File: config.mk
export PLATFORM = sky130hd
export DESIGN_NAME = nearest_point_match_wrapped_angle
export DESIGN_NICKNAME = d
export VERILOG_FILES = /design/src/sv/npm_pkg.sv /design/src/sv/nearest_point_match_wrapped_angle.sv /design/src/sv/npm_cell.sv /design/src/sv/npm_dist.sv
export VERILOG_INCLUDE_DIRS = /design/src /design/src/sv
export SDC_FILE = /design/constraint.sdc
export NUM_CORES = 2
export LEC_CHECK = 0
export BUFFER_PORTS_ARGS = -buffer_cell sky130_fd_sc_hd__buf_2
export CORE_MARGIN = 5
export CORE_UTILIZATION = 57
export DETAILED_ROUTE_END_ITERATION = 12
export PLACE_DENSITY_LB_ADDON = 0.1
export SYNTH_ARGS = -nofsm -noshare
export SYNTH_HDL_FRONTEND = slang
export SYNTH_SLANG_ARGS = --single-unit
File: constraint.sdc
create_clock -name clk -period 5.7 [get_ports clk]
set_input_delay 0.285 -clock clk [delete_from_list [all_inputs] [get_ports clk]]
set_output_delay 0.285 -clock clk [all_outputs]
set_load 0.005 [all_outputs]
File: src/sv/nearest_point_match_wrapped_angle_assert.svh
// Assertion helpers for the nearest point match block.
`ifndef NEAREST_POINT_MATCH_WRAPPED_ANGLE_ASSERT_SVH
`define NEAREST_POINT_MATCH_WRAPPED_ANGLE_ASSERT_SVH

`ifndef NO_ASSERTIONS
`define NPM_ASSERT(lbl, clk_s, rst_s, prop, msg) \
    lbl: assert property (@(posedge clk_s) disable iff (!rst_s) prop) else $error(msg);
`define NPM_ASSERT_NEVER(lbl, clk_s, rst_s, expr, msg) \
    lbl: assert property (@(posedge clk_s) disable iff (!rst_s) !(expr)) else $error(msg);
`else
`define NPM_ASSERT(lbl, clk_s, rst_s, prop, msg)
`define NPM_ASSERT_NEVER(lbl, clk_s, rst_s, expr, msg)
`endif

`endif

File: src/sv/npm_pkg.sv
`timescale 1ns / 1ps
`default_nettype none

package npm_pkg;

    localparam int DEFAULT_TABLE_DEPTH = 64;

    localparam int ETA_W     = 16;
    localparam int PHI_W     = 14;
    localparam int IDX_OUT_W = 6;
    localparam int DIST_W    = 31;
    localparam int DE_W      = 16;   // |eta difference|
    localparam int WRAP_W    = 13;   // wrapped |phi difference|, at most pi
    localparam int SQ_E_W    = 2 * DE_W;
    localparam int SQ_W_W    = 2 * WRAP_W;
    localparam int SQ_W      = SQ_E_W + 1;

    localparam logic signed [15:0] TWO_PI_Q11 = 16'sd12868;
    localparam logic [DIST_W-1:0]  DIST_MAX   = {DIST_W{1'b1}};

    typedef enum logic [1:0] {
        ACT_CLEAR  = 2'd0,
        ACT_APPEND = 2'd1,
        ACT_QUERY  = 2'd2
    } action_t;

    typedef enum logic [1:0] {
        ST_IDLE,
        ST_SCAN,
        ST_DRAIN,
        ST_FINISH
    } state_t;

    typedef struct packed {
        logic signed [ETA_W-1:0] eta;
        logic signed [PHI_W-1:0] phi;
    } point_t;

    typedef struct packed {
        logic valid;
        logic first;
    } scan_ctrl_t;

endpackage

`default_nettype wire

File: src/sv/nearest_point_match_wrapped_angle.sv
`timescale 1ns / 1ps
`default_nettype none
// Nearest reference point search with wrapped azimuth.
// Requests come in on the s_ group: tuser carries the action (clear, append,
// query), tdata the point. Clear and append give no
// result. A query gives one result on the m_ group: the index of the closest
// stored point (first on ties), its squared distance saturated to 31 bits,
// and in tuser a flag set when the table was empty.
// Points sit in a ring of TABLE_DEPTH cells. A query rotates the ring once
// through a three stage distance unit at its head; a query on an empty
// table skips the scan and goes straight to the result. One request is
// worked on at a time; s_tready is high only while the block is idle.
// The result sits in an output register: a new request is accepted while it
// waits, and a later query holds its result until m_tready frees the
// register. Reset empties the table; stored points need no clearing since
// only entries below the count are ever compared.
`include "nearest_point_match_wrapped_angle_assert.svh"

module nearest_point_match_wrapped_angle
    import npm_pkg::*;
#(
    parameter int TABLE_DEPTH = DEFAULT_TABLE_DEPTH
)
(
    input  wire logic        clk,
    input  wire logic        rst_n,
    input  wire logic        s_tvalid,
    output logic             s_tready,
    input  wire logic [31:0] s_tdata,   // eta[15:0], phi[29:16], zero pad
    input  wire logic [1:0]  s_tuser,   // action[1:0]
    output logic             m_tvalid,
    input  wire logic        m_tready,
    output logic [39:0]      m_tdata,   // nearest_index[5:0], dist_sq[36:6], zero pad
    output logic             m_tuser    // table_empty[0]
);

    localparam int IDX_W = (TABLE_DEPTH > 1) ? $clog2(TABLE_DEPTH) : 1;
    localparam int CNT_W = $clog2(TABLE_DEPTH + 1);
    localparam int CMP_W = IDX_W + 1;

    state_t state_reg, state_next;

    logic [CNT_W-1:0] entry_count_reg, entry_count_next;
    logic [IDX_W-1:0] scan_reg, scan_next;
    point_t           query_reg;
    logic             empty_reg;
    logic             m_tvalid_reg;
    logic [39:0]      m_tdata_reg;
    logic             m_tuser_reg;

    logic             accept;
    logic             shift;
    logic             out_load;
    logic             scan_last;
    scan_ctrl_t       feed;
    point_t           in_pt;
    point_t           pts [TABLE_DEPTH];

    logic             busy;
    logic [SQ_W-1:0]  best_sq;
    logic [IDX_W-1:0] best_idx;
    logic [IDX_W+IDX_OUT_W-1:0] idx_ext;
    logic [DIST_W-1:0] dist_sat;

    assign in_pt.eta = s_tdata[ETA_W-1:0];
    assign in_pt.phi = s_tdata[ETA_W+PHI_W-1:ETA_W];
    assign accept    = s_tvalid && s_tready;
    assign scan_last = (scan_reg == IDX_W'(TABLE_DEPTH - 1));

    // next state
    always_comb
    begin
        state_next = state_reg;
        unique case (state_reg)
            ST_IDLE:
            begin
                if (s_tvalid && (s_tuser == ACT_QUERY))
                begin
                    state_next = (entry_count_reg == '0) ? ST_FINISH : ST_SCAN;
                end
            end
            ST_SCAN:
            begin
                if (scan_last)
                begin
                    state_next = ST_DRAIN;
                end
            end
            ST_DRAIN:
            begin
                if (!busy)
                begin
                    state_next = ST_FINISH;
                end
            end
            ST_FINISH:
            begin
                if (!m_tvalid_reg || m_tready)
                begin
                    state_next = ST_IDLE;
                end
            end
            default: state_next = ST_IDLE;
        endcase
    end

    // outputs of the sequencer
    always_comb
    begin
        s_tready   = 1'b0;
        shift      = 1'b0;
        out_load   = 1'b0;
        feed.valid = 1'b0;
        feed.first = 1'b0;
        unique case (state_reg)
            ST_IDLE:   s_tready = 1'b1;
            ST_SCAN:
            begin
                shift      = 1'b1;
                feed.valid = ({1'b0, scan_reg} < CMP_W'(entry_count_reg));
                feed.first = (scan_reg == '0);
            end
            ST_DRAIN:  ;
            ST_FINISH: out_load = !m_tvalid_reg || m_tready;
            default:   ;
        endcase
    end

    always_comb
    begin
        entry_count_next = entry_count_reg;
        if (accept)
        begin
            case (s_tuser)
                ACT_CLEAR:  entry_count_next = '0;
                ACT_APPEND:
                begin
                    if (entry_count_reg < CNT_W'(TABLE_DEPTH))
                    begin
                        entry_count_next = entry_count_reg + CNT_W'(1);
                    end
                end
                default:    ;
            endcase
        end
        scan_next = shift ? (scan_last ? '0 : scan_reg + IDX_W'(1)) : scan_reg;
    end

    always_ff @(posedge clk or negedge rst_n)
    begin
        if (!rst_n)
        begin
            state_reg       <= ST_IDLE;
            entry_count_reg <= '0;
            scan_reg        <= '0;
            m_tvalid_reg    <= 1'b0;
        end
        else
        begin
            state_reg       <= state_next;
            entry_count_reg <= entry_count_next;
            scan_reg        <= scan_next;
            if (out_load)
            begin
                m_tvalid_reg <= 1'b1;
            end
            else if (m_tready)
            begin
                m_tvalid_reg <= 1'b0;
            end
        end
    end

    assign idx_ext  = {{IDX_OUT_W{1'b0}}, best_idx};
    assign dist_sat = (best_sq > SQ_W'(DIST_MAX)) ? DIST_MAX : best_sq[DIST_W-1:0];

    always_ff @(posedge clk)
    begin
        if (accept)
        begin
            query_reg <= in_pt;
            empty_reg <= (entry_count_reg == '0);
        end
        if (out_load)
        begin
            if (empty_reg)
            begin
                m_tdata_reg <= '0;
                m_tuser_reg <= 1'b1;
            end
            else
            begin
                m_tdata_reg <= {3'b000, dist_sat, idx_ext[IDX_OUT_W-1:0]};
                m_tuser_reg <= 1'b0;
            end
        end
    end

    assign m_tvalid = m_tvalid_reg;
    assign m_tdata  = m_tdata_reg;
    assign m_tuser  = m_tuser_reg;

    // ring of cells: cell i takes cell i+1, so entry k reaches the head after k shifts
    for (genvar i = 0; i < TABLE_DEPTH; i++)
    begin : g_ring
        localparam int NXT = (i + 1) % TABLE_DEPTH;
        logic load_i;

        assign load_i = accept && (s_tuser == ACT_APPEND)
                        && (entry_count_reg == CNT_W'(i));

        npm_cell u_cell (
            .clk     (clk),
            .load    (load_i),
            .shift   (shift),
            .load_pt (in_pt),
            .nbr_pt  (pts[NXT]),
            .pt      (pts[i])
        );
    end

    npm_dist #(
        .IDX_W (IDX_W)
    ) u_dist (
        .clk      (clk),
        .rst_n    (rst_n),
        .ctrl     (feed),
        .idx      (scan_reg),
        .query    (query_reg),
        .ref_pt   (pts[0]),
        .busy     (busy),
        .best_sq  (best_sq),
        .best_idx (best_idx)
    );

    `NPM_ASSERT(a_count_bound, clk, rst_n, entry_count_reg <= CNT_W'(TABLE_DEPTH), "count overflow")
    `NPM_ASSERT(a_scan_to_drain, clk, rst_n, (state_reg == ST_SCAN) && scan_last |=> (state_reg == ST_DRAIN) && (scan_reg == '0), "ring not back in place after scan")
    `NPM_ASSERT(a_empty_zero, clk, rst_n, m_tvalid && m_tuser |-> (m_tdata == '0), "empty result with data")
    `NPM_ASSERT_NEVER(a_finish_busy, clk, rst_n, (state_reg == ST_FINISH) && busy, "result taken while distance unit busy")

endmodule

`default_nettype wire

File: src/sv/npm_cell.sv
`timescale 1ns / 1ps
`default_nettype none

module npm_cell
    import npm_pkg::*;
(
    input  wire logic   clk,
    input  wire logic   load,
    input  wire logic   shift,
    input  wire point_t load_pt,
    input  wire point_t nbr_pt,
    output point_t      pt
);

    point_t pt_reg;
    point_t pt_next;

    always_comb
    begin
        pt_next = pt_reg;
        if (load)
        begin
            pt_next = load_pt;
        end
        else if (shift)
        begin
            pt_next = nbr_pt;
        end
    end

    always_ff @(posedge clk)
    begin
        pt_reg <= pt_next;
    end

    assign pt = pt_reg;

endmodule

`default_nettype wire

File: src/sv/npm_dist.sv
`timescale 1ns / 1ps
`default_nettype none

module npm_dist
    import npm_pkg::*;
#(
    parameter int IDX_W = 6
)
(
    input  wire logic             clk,
    input  wire logic             rst_n,
    input  wire scan_ctrl_t       ctrl,
    input  wire logic [IDX_W-1:0] idx,
    input  wire point_t           query,
    input  wire point_t           ref_pt,
    output logic                  busy,
    output logic [SQ_W-1:0]       best_sq,
    output logic [IDX_W-1:0]      best_idx
);

    // stage A: absolute differences, phi wrapped at two pi
    logic                 va_reg, va_next;
    logic                 fa_reg;
    logic [IDX_W-1:0]     ia_reg;
    logic [DE_W-1:0]      de_reg, de_next;
    logic [WRAP_W-1:0]    w_reg, w_next;

    // stage B: squares
    logic                 vb_reg;
    logic                 fb_reg;
    logic [IDX_W-1:0]     ib_reg;
    logic [SQ_E_W-1:0]    sqe_reg;
    logic [SQ_W_W-1:0]    sqw_reg;

    // stage C: running minimum
    logic [SQ_W-1:0]      best_sq_reg, best_sq_next;
    logic [IDX_W-1:0]     best_idx_reg, best_idx_next;
    logic [SQ_W-1:0]      sum;

    logic signed [ETA_W:0] de_s;
    logic signed [PHI_W:0] dp_s;
    logic [PHI_W-1:0]      dp_abs;
    logic signed [15:0]    dp_ext;
    logic signed [15:0]    alt;
    logic [15:0]           alt_abs;

    always_comb
    begin
        de_s    = {query.eta[ETA_W-1], query.eta} - {ref_pt.eta[ETA_W-1], ref_pt.eta};
        de_next = de_s[ETA_W] ? DE_W'(-de_s) : DE_W'(de_s);
        dp_s    = {query.phi[PHI_W-1], query.phi} - {ref_pt.phi[PHI_W-1], ref_pt.phi};
        dp_abs  = dp_s[PHI_W] ? PHI_W'(-dp_s) : PHI_W'(dp_s);
        dp_ext  = $signed({2'b00, dp_abs});
        alt     = TWO_PI_Q11 - dp_ext;
        alt_abs = alt[15] ? 16'(-alt) : 16'(alt);
        if (dp_ext < alt)
        begin
            w_next = WRAP_W'(dp_abs);
        end
        else
        begin
            w_next = WRAP_W'(alt_abs);
        end
        va_next = ctrl.valid;
    end

    always_comb
    begin
        sum           = {1'b0, sqe_reg} + SQ_W'(sqw_reg);
        best_sq_next  = best_sq_reg;
        best_idx_next = best_idx_reg;
        if (vb_reg && (fb_reg || (sum < best_sq_reg)))
        begin
            best_sq_next  = sum;
            best_idx_next = ib_reg;
        end
    end

    always_ff @(posedge clk or negedge rst_n)
    begin
        if (!rst_n)
        begin
            va_reg <= 1'b0;
            vb_reg <= 1'b0;
        end
        else
        begin
            va_reg <= va_next;
            vb_reg <= va_reg;
        end
    end

    always_ff @(posedge clk)
    begin
        fa_reg       <= ctrl.first;
        ia_reg       <= idx;
        de_reg       <= de_next;
        w_reg        <= w_next;
        fb_reg       <= fa_reg;
        ib_reg       <= ia_reg;
        sqe_reg      <= SQ_E_W'(de_reg) * SQ_E_W'(de_reg);
        sqw_reg      <= SQ_W_W'(w_reg) * SQ_W_W'(w_reg);
        best_sq_reg  <= best_sq_next;
        best_idx_reg <= best_idx_next;
    end

    assign busy     = va_reg | vb_reg;
    assign best_sq  = best_sq_reg;
    assign best_idx = best_idx_reg;

endmodule

`default_nettype wire

==> metrics.cfg <==
[global_routing]
grt_pass1_vias=58474
grt_use_total=0.239
grt-ovfl-total=0
grt_first_pass_wirelength_um=355000
grt_max_degree=66
antenna_found_initial=6

[drt]
wl_per_cell_um=24.0
drt-total-wl_um=230000
vias_per_cell=5.80
ant_nets=0
vias=55653
drc=0
drtIter0Drc=3973
dr.pass1.iters=5

[power_and_ir_drop]
p_switching_mw=6.27
p_per_area_mw_per_mm2=267
switching_share=0.201
clock_power_share=0.445
p_leak_nw=37.2
power_frac_seq=0.543
intPower_mw=25.0
ir_drop_uv=305
pwr-share-comb=0.012
power_mw=31.2

[timing]
finalSetupViolations=3
skew_ps=29.8
finalCritPeriodShare=1.01
hold_viol_final=0
tightest_slew_ps=1150
rsz0062_at_grt=true
fmax_mhz=173
fin_ws_ps=-66.7
slew_viol_final=0
period_needed_ps=5770
slew_headroom=0.227
tns_ps=-110

[floorplan]
design.core.area_mm2=0.183
start_util=0.573
ioPinCount=81
rows=157
die_h_um=439
die_x_um=439
fp.dieArea_mm2=0.193

[logic_synthesis]
ys.warnings.count=0
synth_top_family_by_area=multiplexers
netlist-cell-type-count=92
synth-main-ff-cell=edfxtp_1
syn_inst=6804
synth-compound-area-share=0.0243
synth_mux_area_frac=0.208
netlist_area_mm2=0.105
synthAdderAreaFrac=0.0827
yosys-top-cells-area=edfxtp_1 (58%), mux2_2 (21%), fa_1 (5.0%), ha_1 (3.2%), dfxtp_1 (1.9%)
netlist.area_leader.share=0.581
netlist.top_cell.by_area=edfxtp_1
synth_most_common_cell=edfxtp_1
synthArstFlopShare=0.00839
synth_xor_area_frac=0.0123
ys_seq_area_frac=0.604
synth_edf_count=2028
synth-simple-area-share=0.0347
synth_commonest_cells=edfxtp_1 (2028), mux2_2 (1924), inv_1 (456), clkbuf_1 (361), ha_1 (272)
avgSynthCellArea_um2=15.4
synth_seq_cells=2145

[hold_path]
holdCritPathClass=primary input to register

[finish]
syn_to_final_growth_pct=11.5
largest_register_ffs=1920
fin_area_mm2=0.117
drive_gt1_frac=0.391
nets=7524
n_fill_cell=13287
fin_util=0.638

[worst_setup_path]
rrSetupSlack_ps=-70
r2r_cells=25
crit_family=adder cells
path_depth=25
critPathMaxStageDelay_ps=540
required_ps=6470
worstPathArrival_ps=6540
cp-start-kind=register
crit_slowest_cell=fa_1
worstSetupPathType=register to register
path_max_fanout=3
reg2reg_from=u_dist.de_reg[8]$_DFF_P_
critPathCaptureType=register
path_buf_inv=6
cpMostUsedCell=fa_1
reg2reg_to=u_dist.sqe_reg[20]$_DFF_P_
startpoint=u_dist.de_reg[8]$_DFF_P_
cp-endpoint=u_dist.sqe_reg[20]$_DFF_P_

[clock_network]
worstSkewPairLatency_ps=850
cts-root-buf=clkbuf_16
tritoncts=yes
cts.sinks=2145
clkTransAtPathRegs_ps=70
cts_buffer_depth=3
htree_num_levels=4
cts_made_buffers=215

[placed_design]
gp_congestion=0.840
portBuffers=75
place_area_mm2=0.109
dpl.hpwl_um=145000

[run]
cap_violations=0

[run_status]
violations=setup timing
status=complete, but fails checks

[worst register-to-register path: stages, from the launching register on]
cell and delay [ps]:
dfxtp_4 360, nand2_4 70, inv_2 40, fa_1 530, inv_1 50, fa_1 480, inv_1 50, fa_1 480
inv_1 50, fa_1 480, inv_1 50, fa_1 450, fa_1 540, ha_4 210, and2_4 130, a221o_1 340
nand2_1 90, nand2_2 70, o311ai_4 260, a21oi_2 110, buf_4 150, nand2b_4 140, a21oi_4 170, o21bai_1 90
a21oi_1 180, xnor2_1 130
[layout make-up]
cell class	instances	area [µm²]	area share
antenna	3	7.51	0.0000642
multi-input combinational	3723	38600	0.330
clock inverter	131	1160	0.00991
tap	2464	3080	0.0264
sequential	2145	63400	0.542
inverter	458	1720	0.0147
timing repair buffer	408	3210	0.0275
clock buffer	267	5770	0.0494
[through the flow]
| stage | setup slack (ps) | hold slack (ps) | instances |
|---|---|---|---|
| after floorplan | -12.8 | -10.6 | 6807 |
| after global placement | -234 | 312 | 9159 |
| after detailed placement | -324 | 308 | 9159 |
| after CTS | -34.3 | 59.7 | 9580 |
| after global routing | -227 | 124 | 9598 |
| final | -66.7 | 127 | 9599 |
[cell families after synthesis]
family / Yosys count
other: 1
AOI/OAI and AO/OA: 372
adders and majority gates: 535
and+or+nand+nor: 731
muxes: 1936
xor gates and xnor gates: 145
buffers and inverters: 939
DFF: 2145
[how the worst min path moves through the flow]
stage / from / endpoint / slack, ps / cells after the start
after detailed placement: rst_n / m_tvalid$_DFFE_PN0P_ / 310 / 1
after CTS: s_tdata[16] / query_reg[0]$_DFFE_PP_ / 60 / 1
after global routing: s_tdata[16] / query_reg[0]$_DFFE_PP_ / 120 / 1
after floorplan: rst_n / entry_count_reg[0]$_DFFE_PN0P_ / -10 / 0
after global placement: rst_n / m_tvalid$_DFFE_PN0P_ / 310 / 1
final: s_tdata[16] / query_reg[0]$_DFFE_PP_ / 130 / 1
[layout by cell type, fill, tap and decap left out, types with 55 or more instances in the layout]
master / instances
a21oi_1: 81
and2_1: 95
buf_4: 328
clkbuf_16: 225
clkinv_1: 55
dfxtp_1: 77
edfxtp_1: 2028
fa_1: 252
ha_1: 258
inv_1: 451
mux2_2: 1924
nand2_1: 235
nand2b_1: 89
nor2_1: 116
xnor2_1: 98
[metal layers]
layer / part of all wire / GRT usage / vias to the layer above / wire length [µm]
met4: 0.025 / 0.0651 / 2 / 5800
met5: 0.000057 / 0 / - / 13
met2: 0.50 / 0.405 / 1287 / 114000
li1: - / - / 25336 / -
met1: 0.43 / 0.327 / 28724 / 98700
met3: 0.048 / 0.0343 / 304 / 11000
[power groups by stage]
stage | logic, mW | registers (mW) | clock network, mW
after CTS | 0.368 | 17.0 | 14.2
final | 0.362 | 17.0 | 13.9
after global routing | 0.381 | 17.0 | 14.9
after floorplan | 0.171 | 17.3 | 0
after detailed placement | 0.363 | 17.3 | 0
after global placement | 0.356 | 17.3 | 0
[timing repair]
item,4_1_cts,5_1_grt
gates resized for setup,41,99
setup buffers,15,15
cloned,0,1
endpoints found under the setup margin,46,66
pin swaps,34,52
hold endpoints to repair,25,0
hold buffers,8,0
Power figures use the tool's default switching activity.
